**src/design/barometer_sample_compensation_defines.svh**
```systemverilog
// Assertion macros shared by the barometer compensation design.
`ifndef BAROMETER_SAMPLE_COMPENSATION_DEFINES_SVH
`define BAROMETER_SAMPLE_COMPENSATION_DEFINES_SVH

// Same-cycle implication, sampled on clock and disabled during reset.
`define BSC_ASSERT_IMP(label, ante, cons) \
   label: assert property (@(posedge clock) disable iff (reset) (ante) |-> (cons)) \
      else $error("bsc check failed");

// Next-cycle implication, sampled on clock and disabled during reset.
`define BSC_ASSERT_NXT(label, ante, cons) \
   label: assert property (@(posedge clock) disable iff (reset) (ante) |=> (cons)) \
      else $error("bsc check failed");

`endif

```
**src/design/bsc_pkg.sv**
```systemverilog
// Types, constants and helper functions of the barometer compensation design.
`timescale 1ns / 1ps
package bsc_pkg;

   typedef logic signed [31:0] s32_type;

   typedef struct packed {
      logic [15:0] raw_temperature;
      logic [23:0] raw_pressure_bytes;
   } req_item_type;

   typedef struct packed {
      logic signed [15:0] temperature_tenths;
      logic [19:0]        pressure_pa;
      logic               divide_error;
   } rsp_item_type;

   typedef struct packed {
      logic [63:0] word_a;
      logic [63:0] word_b;
      logic [31:0] word_c;
      logic [1:0]  oversampling;
   } cal_type;

   // Item handed from the front part to the back part.
   typedef struct packed {
      s32_type     x1;
      logic [23:0] up;
   } mid_item_type;

   // Per-item values that ride alongside the arithmetic.
   typedef struct packed {
      logic               err;
      logic signed [15:0] t;
      logic [23:0]        up;
   } side_type;

   typedef struct packed {
      side_type side;
      logic     neg;
      s32_type  x1;
   } ctx_type;

   typedef enum logic [1:0] {
      CSR_CAL_WORD_A   = 2'd0,
      CSR_CAL_WORD_B   = 2'd1,
      CSR_CAL_WORD_C   = 2'd2,
      CSR_OVERSAMPLING = 2'd3
   } csr_index_type;

   localparam int      DIV_BITS       = 32;
   localparam logic [1:0] OSS_RESET   = 2'd2;
   localparam s32_type C_T_ROUND      = 32'sd8;
   localparam s32_type C_B6_OFFSET    = 32'sd4000;
   localparam s32_type C_B3_ROUND     = 32'sd2;
   localparam s32_type C_B4_OFFSET    = 32'sd32768;
   localparam logic [31:0] C_B7_SCALE = 32'd50000;
   localparam s32_type C_P_SQ         = 32'sd3038;
   localparam s32_type C_P_LIN        = -32'sd7357;
   localparam s32_type C_P_OFFSET     = 32'sd3791;
   localparam s32_type T_MAX          = 32'sd32767;
   localparam s32_type T_MIN          = -32'sd32768;
   localparam s32_type P_MAX          = 32'sd1048575;

   function automatic s32_type sext16(input logic [15:0] v);
      return {{16{v[15]}}, v};
   endfunction

   // Division by 2**k that truncates towards zero.
   function automatic s32_type sdiv_pow2(input s32_type a, input logic [4:0] k);
      s32_type bias;
      bias = a[31] ? ((32'sd1 <<< k) - 32'sd1) : 32'sd0;
      return (a + bias) >>> k;
   endfunction

endpackage

```
**src/design/bsc_front.sv**
```systemverilog
// Front part: takes items, forms the raw pressure and the first temperature term.
`timescale 1ns / 1ps
module bsc_front import bsc_pkg::*; (
   input  logic         req_push,
   input  req_item_type req_item,
   input  logic         mid_full,
   input  cal_type      cal,
   output logic         mid_push,
   output mid_item_type mid_wr_item
);

   s32_type ut;
   s32_type ac5;
   s32_type ac6;
   s32_type diff;
   s32_type prod;

   assign ut   = s32_type'({16'd0, req_item.raw_temperature});
   assign ac5  = s32_type'({16'd0, cal.word_b[63:48]});
   assign ac6  = s32_type'({16'd0, cal.word_b[47:32]});
   assign diff = ut - ac6;
   assign prod = diff * ac5;

   assign mid_push       = req_push && !mid_full;
   assign mid_wr_item.x1 = sdiv_pow2(prod, 5'd15);
   assign mid_wr_item.up = req_item.raw_pressure_bytes >> (4'd8 - {2'b00, cal.oversampling});

endmodule

```
**config.mk**
```make
export PLATFORM = sky130hd
export DESIGN_NAME = bsc_front
export DESIGN_NICKNAME = d
export VERILOG_FILES = /design/src/design/barometer_sample_compensation_defines.svh /design/src/design/bsc_pkg.sv /design/src/design/bsc_front.sv
export SDC_FILE = /design/constraint.sdc
export NUM_CORES = 1
export LEC_CHECK = 0
export BUFFER_PORTS_ARGS = -buffer_cell sky130_fd_sc_hd__buf_2
export CAP_MARGIN = 10
export CORE_MARGIN = 8
export CORE_UTILIZATION = 25
export DETAILED_ROUTE_END_ITERATION = 7
export PLACE_DENSITY = 0.48
export SYNTH_ARGS = -nofsm -noshare
export SYNTH_HDL_FRONTEND = slang
export SYNTH_SLANG_ARGS = --single-unit
```
**constraint.sdc**
```tcl
create_clock -name vclk -period 14.6
set_clock_uncertainty 0.05 [all_clocks]
set_input_delay 0.73 -clock vclk [all_inputs]
set_output_delay 0.73 -clock vclk [all_outputs]
set_load 0.05 [all_outputs]
```
==> flow_summary.json <==
{
  "outcome": "complete, no violations",
  "setup_violations": 0,
  "post_cts_buffers": 0,
  "drv_cap": 0,
  "synthTopCellsByCount": "inv_1 (362), fa_1 (262), nand2_1 (169)",
  "gp_congestion": 0.844,
  "path_common_cell": "fa_1",
  "nFillCells": 5471,
  "drive_gt1_share_pct": 11.1,
  "crit_end": "mid_wr_item[40]",
  "critPathLaunchType": "input pin",
  "place_area_mm2": 0.0138,
  "rsz0062_at_grt": "no",
  "register_area_um2": 0,
  "cp.arrival_ns": 12.48,
  "vias": 9672,
  "die_w_um": 240,
  "yosysWarnings": 0,
  "hold_buffers": 0,
  "rows": 82,
  "grt_util_all_layers_pct": 11.5,
  "setup.worst_path.class": "in2out",
  "fin_crit_ns": 13.26,
  "utilization_pct": 27.7,
  "drt-total-wl_um": 31600,
  "grt_start_max_net_pins": 26,
  "avgSynthCellArea_um2": 8.40,
  "worst_pin_slew_ns": 1.03,
  "nets": 2128,
  "end_kind": "output pin",
  "max_stage_delay_ns": 0.59,
  "synth.distinct_cells": 75,
  "ys_seq_area_share_pct": 0,
  "viasPerCell": 4.34,
  "synthTopCellsByArea": "fa_1 (42%), inv_1 (11%), ha_1 (10%)",
  "drc_errors": 0,
  "cp.required_ns": 13.82,
  "timing.final.max_slew_violations": 0,
  "diodes": 0,
  "syn-cell-area_mm2": 0.0125,
  "fin_setup_tns_ns": 0,
  "grt_first_pass_wirelength_um": 54700,
  "yosysTopAreaCell": "fa_1",
  "max_freq_mhz": 75.4,
  "coreArea_mm2": 0.0498,
  "crit_slowest_cell": "o41ai_1",
  "synth_top_area_share_pct": 41.9,
  "dieArea_mm2": 0.0575,
  "numPortBuffers": 125,
  "fin_crit_sh_pct": 90.8,
  "ios": 261,
  "grt_pass1_vias": 10653,
  "nFlopsAndLatches": 0,
  "die_y_um": 240,
  "nClkBuffers": 0,
  "overflow": 0,
  "final_antenna_net_count": 0,
  "worstPathMaxFanout": 16,
  "hold_class": "in2out",
  "fin_area_mm2": 0.0138,
  "area_growth_pct": 10.1,
  "dr.pass1.iters": 5,
  "max_slew_margin_pct": 31.2,
  "drtIter0Drc": 375,
  "hold_viol": 0,
  "cts_resized": 0,
  "synthesis.instances": 1490,
  "routedWlPerCell_um": 14.2,
  "dp.final_hpwl_um": 27900,
  "synth_most_common_cell": "inv_1",
  "start_util_pct": 25.2,
  "critPathLaunch": "cal[67]",
  "antenna_found_initial": 0
}
==> layer usage <==
layer	global-route usage [%]	part of all wire, %	wire length, µm
met1	14.4	43	13500
met5	0	0	0
met3	0.334	2.1	650
met2	22.5	54	17000
met4	1.13	1.2	369
==> through the flow <==
step	std cells	hold slack (ns)	setup WS, ns
2_1_floorplan	1493	1.58	2.18
3_3_place_gp	2227	1.71	0.907
3_5_place_dp	2227	1.71	0.795
4_1_cts	2227	1.71	0.716
5_1_grt	2227	1.73	0.211
6_report	2227	1.71	1.34
==> worst max-delay path, delay by kind of cell <==
kind                       cells  cell delay (ns)
xor gates and xnor gates       3             1.34
adders and majority gates      9             3.98
and+or+nand+nor                7             1.01
AOI/OAI and AO/OA             17             4.31
buffers and inverters          8             1.10
==> how the worst min path moves through the flow <==
stage                   from  endpoint  cells past startpoint
finish              mid_full  mid_push                      3
global route        mid_full  mid_push                      3
CTS                 mid_full  mid_push                      3
detailed placement  mid_full  mid_push                      3
global placement    mid_full  mid_push                      3
floorplan           mid_full  mid_push                      1
==> kinds of logic (layout without fill, tap and decap cells) <==
group           count (synthesis)  after routing  share of synthesized area (%)
fa+ha+maj                     372            372                           52.8
other cells                     1              4                         0.0300
compound gates                139            139                           7.74
xor+xnor                       69             69                           4.98
mux                            29             29                           2.43
simple gates                  446            446                           18.3
buf+inv                       434            496                           13.7
==> layout by cell type, fill, tap and decap left out, drive strengths merged, types with 5 or more instances in the layout <==
master  count
nor2       50
o21a        6
a21oi      37
nor3       16
nand2     169
buf       133
xor2       22
a21o        7
o21bai      8
and2      123
nor2b      29
mux2        8
maj3        5
fa        262
xnor2      47
inv       363
nand3      12
a211oi      6
a31oi       9
mux2i      21
and3        5
ha        105
nand2b     16
o21ai      36
==> cell type report <==
class	count	area (µm²)	share of cell area, %
Inverter	363	1360	9.89
Multi-Input combinational cell	1059	10900	79.0
Tap cell	672	841	6.10
Timing Repair Buffer	133	686	4.97
Power is not shown: default switching activity piles up to over one toggle a cycle in this logic, so the estimate is an artifact.
