## config.mk

```make
export PLATFORM = sky130hd
export DESIGN_NAME = bsc_queue
export DESIGN_NICKNAME = d
export VERILOG_FILES = /design/src/design/barometer_sample_compensation_defines.svh /design/src/design/bsc_pkg.sv /design/src/design/bsc_queue.sv
export SDC_FILE = /design/constraint.sdc
export NUM_CORES = 1
export LEC_CHECK = 0
export BUFFER_PORTS_ARGS = -buffer_cell sky130_fd_sc_hd__buf_2
export CAP_MARGIN = 20
export CORE_UTILIZATION = 40
export DETAILED_ROUTE_END_ITERATION = 10
export PLACE_DENSITY = 0.64
export SKIP_CTS_REPAIR_TIMING = 1
export SLEW_MARGIN = 20
export SYNTH_ARGS = -nofsm -noshare
export SYNTH_HDL_FRONTEND = slang
export SYNTH_SLANG_ARGS = --single-unit
```

## constraint.sdc

```tcl
create_clock -name clock -period 7.39 [get_ports clock]
set_input_delay 0.3695 -clock clock [delete_from_list [all_inputs] [get_ports clock]]
set_output_delay 0.3695 -clock clock [all_outputs]
set_load 0.1 [all_outputs]
```

## src/design/barometer_sample_compensation_defines.svh

```systemverilog
// Assertion macros shared by the barometer compensation design.
`ifndef BAROMETER_SAMPLE_COMPENSATION_DEFINES_SVH
`define BAROMETER_SAMPLE_COMPENSATION_DEFINES_SVH

// Same-cycle implication, sampled on clock and disabled during reset.
`define BSC_ASSERT_IMP(label, ante, cons) \
   label: assert property (@(posedge clock) disable iff (reset) (ante) |-> (cons)) \
      else $error("bsc check failed");

// Next-cycle implication, sampled on clock and disabled during reset.
`define BSC_ASSERT_NXT(label, ante, cons) \
   label: assert property (@(posedge clock) disable iff (reset) (ante) |=> (cons)) \
      else $error("bsc check failed");

`endif

```

## src/design/bsc_pkg.sv

```systemverilog
// Types, constants and helper functions of the barometer compensation design.
`timescale 1ns / 1ps
package bsc_pkg;

   typedef logic signed [31:0] s32_type;

   typedef struct packed {
      logic [15:0] raw_temperature;
      logic [23:0] raw_pressure_bytes;
   } req_item_type;

   typedef struct packed {
      logic signed [15:0] temperature_tenths;
      logic [19:0]        pressure_pa;
      logic               divide_error;
   } rsp_item_type;

   typedef struct packed {
      logic [63:0] word_a;
      logic [63:0] word_b;
      logic [31:0] word_c;
      logic [1:0]  oversampling;
   } cal_type;

   // Item handed from the front part to the back part.
   typedef struct packed {
      s32_type     x1;
      logic [23:0] up;
   } mid_item_type;

   // Per-item values that ride alongside the arithmetic.
   typedef struct packed {
      logic               err;
      logic signed [15:0] t;
      logic [23:0]        up;
   } side_type;

   typedef struct packed {
      side_type side;
      logic     neg;
      s32_type  x1;
   } ctx_type;

   typedef enum logic [1:0] {
      CSR_CAL_WORD_A   = 2'd0,
      CSR_CAL_WORD_B   = 2'd1,
      CSR_CAL_WORD_C   = 2'd2,
      CSR_OVERSAMPLING = 2'd3
   } csr_index_type;

   localparam int      DIV_BITS       = 32;
   localparam logic [1:0] OSS_RESET   = 2'd2;
   localparam s32_type C_T_ROUND      = 32'sd8;
   localparam s32_type C_B6_OFFSET    = 32'sd4000;
   localparam s32_type C_B3_ROUND     = 32'sd2;
   localparam s32_type C_B4_OFFSET    = 32'sd32768;
   localparam logic [31:0] C_B7_SCALE = 32'd50000;
   localparam s32_type C_P_SQ         = 32'sd3038;
   localparam s32_type C_P_LIN        = -32'sd7357;
   localparam s32_type C_P_OFFSET     = 32'sd3791;
   localparam s32_type T_MAX          = 32'sd32767;
   localparam s32_type T_MIN          = -32'sd32768;
   localparam s32_type P_MAX          = 32'sd1048575;

   function automatic s32_type sext16(input logic [15:0] v);
      return {{16{v[15]}}, v};
   endfunction

   // Division by 2**k that truncates towards zero.
   function automatic s32_type sdiv_pow2(input s32_type a, input logic [4:0] k);
      s32_type bias;
      bias = a[31] ? ((32'sd1 <<< k) - 32'sd1) : 32'sd0;
      return (a + bias) >>> k;
   endfunction

endpackage

```

## src/design/bsc_queue.sv

```systemverilog
// Short queue between the front and back parts.
`timescale 1ns / 1ps
module bsc_queue import bsc_pkg::*; #(
   parameter int DEPTH = 4
) (
   input  logic         clock,
   input  logic         reset,
   input  logic         push,
   input  mid_item_type wr_item,
   input  logic         pop,
   output mid_item_type rd_item,
   output logic         full,
   output logic         empty
);

   localparam int PTR_W = (DEPTH > 1) ? $clog2(DEPTH) : 1;
   localparam int CNT_W = $clog2(DEPTH + 1);

   mid_item_type     mem_ff [DEPTH];
   logic [PTR_W-1:0] wr_ptr_ff, wr_ptr_in;
   logic [PTR_W-1:0] rd_ptr_ff, rd_ptr_in;
   logic [CNT_W-1:0] count_ff, count_in;
   logic             do_push;
   logic             do_pop;

   assign full    = (count_ff == CNT_W'(DEPTH));
   assign empty   = (count_ff == '0);
   assign do_push = push && !full;
   assign do_pop  = pop && !empty;
   assign rd_item = mem_ff[rd_ptr_ff];

   always_comb begin
      wr_ptr_in = wr_ptr_ff;
      rd_ptr_in = rd_ptr_ff;
      count_in  = count_ff;
      if (do_push) begin
         wr_ptr_in = (wr_ptr_ff == PTR_W'(DEPTH - 1)) ? '0 : wr_ptr_ff + 1'b1;
      end
      if (do_pop) begin
         rd_ptr_in = (rd_ptr_ff == PTR_W'(DEPTH - 1)) ? '0 : rd_ptr_ff + 1'b1;
      end
      if (do_push && !do_pop) begin
         count_in = count_ff + 1'b1;
      end else if (do_pop && !do_push) begin
         count_in = count_ff - 1'b1;
      end
   end

   always_ff @(posedge clock) begin
      if (reset) begin
         wr_ptr_ff <= '0;
         rd_ptr_ff <= '0;
         count_ff  <= '0;
      end else begin
         wr_ptr_ff <= wr_ptr_in;
         rd_ptr_ff <= rd_ptr_in;
         count_ff  <= count_in;
      end
   end

   always_ff @(posedge clock) begin
      if (do_push) begin
         mem_ff[wr_ptr_ff] <= wr_item;
      end
   end

endmodule

```

==> run_results.csv <==
group,metric,value,unit
floorplanning,std_cell_rows,53,
cts,clk_pin_slew,0.06,ns
timing,grt_setup_unrepaired,"false",
timing,slew_viol_final,0,
drt,routed_via_density,5.07,
floorplanning,ios,118,
drt,firstDrtPassIters,4,
grt,grt.overflow.total,0,
critical_path,cp-end-kind,"output pin",
synth,synth_cell_type_count,26,
drt,via_count,3889,
grt,grtUsageMet3,0.0417,
grt,use_met2,0.229,
synth,ys_warn_count,0,
timing,fin_crit,3.17,ns
status,status,"complete, no violations",
cts,clkLatencyLatePin,0.52,ns
grt,grt_busiest_layer,"met2",
finish,multi_input_area,1550,sq um
synth,netlist_area,8560,sq um
drt,drt_iter0_drc,153,
critical_path,crit_arrival,2.80,ns
min_path,hp-class,"in2reg",
placed_design,place.gp.congestion,0.641,
timing,slew_headroom,0.386,
cts,cts_num_sinks,233,
grt,grt_max_degree,57,
drt,remaining_drc_errors,0,
critical_path,cp-start-kind,"register",
synth,synth.top_cell.area_share,0.785,
critical_path,worst-setup-path-type,"reg2out",
floorplanning,die-height,148,um
synth,ys_ff_latch,233,
synth,avgSynthCellArea,25.0,sq um
grt,grt_pass1_vias,4435,
pwr,p_per_area,433,nW/um^2
cts,cts_max_level,1,
drt,avgRoutedWirePerCell,19.9,um
finish,areaGrowthSynthToFinish,19.3,%
grt,grt_antenna_before_repair,2,
grt,track_usage,0.144,
cts,cts_tree,"built",
synth,synthCells,342,
placed_design,port_buffers,117,
pwr,leakagePower,3.42,nW
critical_path,crit_required,7.02,ns
floorplanning,die_area,22000,sq um
finish,n_antenna_cell,0,
floorplanning,fp.coreArea,21000,sq um
cts,cts_buffer_depth,3,
pwr,vdd_drop_max,297,uV
drt,wl,15300,um
finish,postLayoutCoreUtil,0.486,
timing,finalSetupTns,0,ns
finish,fillerInstances,1701,
timing,fmaxAchievable,0.315,GHz
flow_run,max-cap-violations,0,
placed_design,hpwl,8660,um
synth,synth.yosys.seq_area_share,0.806,
synth,syn_nets,409,
timing,fin_crit_sh,0.429,
drt,ant_nets,0,
synth,synthTopCellsByArea,"edfxtp_1, mux4_2, dfxtp_1",
timing,setup_viol,0,
timing,hold_viol_final,0,
timing,worst_slew_pin_slew,0.921,ns
critical_path,worstPathMaxFanout,33,
timing,skew,0.0114,ns
finish,final_layout_size_suffix_gt1_frac,0.451,
floorplanning,start_util,0.407,
finish,final_nets,540,
grt,grt_first_pass_wirelength,24000,um
floorplanning,die_x,148,um
cts,cts-root-buf,"clkbuf_16",
grt,grt_use_met1,0.194,
cts,numCtsBuffers,25,
synth,yosys.area.top_type,"edfxtp_1",
finish,seq_area,6910,sq um
## critical path, stage by stage (launching register included)
cell     delay, ns
dfxtp_4       0.81
buf_4         0.56
mux4_2        0.58
buf_2         0.31
## worst paths after layout
| kind | startpoint | to | slack [ns] | cells past startpoint |
|---|---|---|---|---|
| worst min-delay path | wr_item[53] | mem_ff[2][53] | 0.06 | 1 |
| worst max register to register | count_ff[0] | count_ff[2] | 4.84 | 9 |
| worst max-delay path | register | rd_item[32] | 4.22 | 3 |
| worst min register to register | rd_ptr_ff[0] | register | 0.51 | 2 |
## per-stage QoR
stage / cell area [sq um] / instances / power (mW) / setup slack, ns / hold slack (ns)
final: 10200 / 767 / 4.43 / 4.22 / 0.0642
after global routing: 10200 / 767 / 4.57 / 3.96 / 0.0420
after CTS: 10200 / 767 / 4.48 / 4.10 / 0.0417
after detailed placement: 9430 / 721 / 3.29 / 4.64 / 0.506
after global placement: 9430 / 721 / 3.27 / 4.67 / 0.468
after floorplan: 8560 / 342 / 3.05 / 4.58 / 0.463
## registers in the layout, summed over array words and instances (netlist names), named ones only
register   cells
count_ff       3
mem_ff       224
rd_ptr_ff      2
wr_ptr_ff      2
## cells by family (layout without fill, tap and decap cells)
| logic type | Yosys count | after routing | synth area share |
|---|---|---|---|
| flops | 233 | 233 | 0.806 |
| simple gates | 16 | 16 | 0.0104 |
| buf+inv | 19 | 169 | 0.0146 |
| fa+ha+maj | 7 | 7 | 0.0111 |
| mux | 58 | 58 | 0.150 |
| compound gates | 7 | 7 | 0.00584 |
| xor+xnor | 2 | 2 | 0.00205 |
## routing by layer
layer	share of wire	wire (um)
met1	0.43	6610
met2	0.48	7370
met3	0.062	940
met4	0.021	315
met5	0.0015	23
## layout by cell type, fill, tap and decap left out, drive strengths merged, types with 3 or more instances in the layout
cell and n:
dfxtp 9, edfxtp 224, ha 6, clkinv 12, clkbuf 29, mux4 56, nor2 4, and3 4
buf 118, a21oi 3, inv 6
## Yosys cell counts, drive strengths merged
library cell	count
a21oi	3
and3	4
buf	12
clkbuf	2
clkinv	1
dfxtp	9
edfxtp	224
fa	1
ha	6
inv	4
mux2i	2
mux4	56
nand2	1
nand3	2
nor2	4
nor3	2
o21ai	2
o31ai	2
or3	2
or3b	1
xor2	2
## report_power, final
| part | switching, mW | internal [mW] |
|---|---|---|
| registers | 0.0946 | 1.60 |
| clock network | 0.492 | 0.694 |
| logic | 1.22 | 0.322 |
| total | 1.81 | 2.62 |
## final cells by class
class	count	area share
Inverter	5	0.00233
Clock buffer	29	0.0627
Timing Repair Buffer	118	0.0581
Sequential cell	233	0.677
Multi-Input combinational cell	90	0.152
Clock inverter	17	0.0145
Tap cell	275	0.0337
Power figures use the tool's default switching activity.
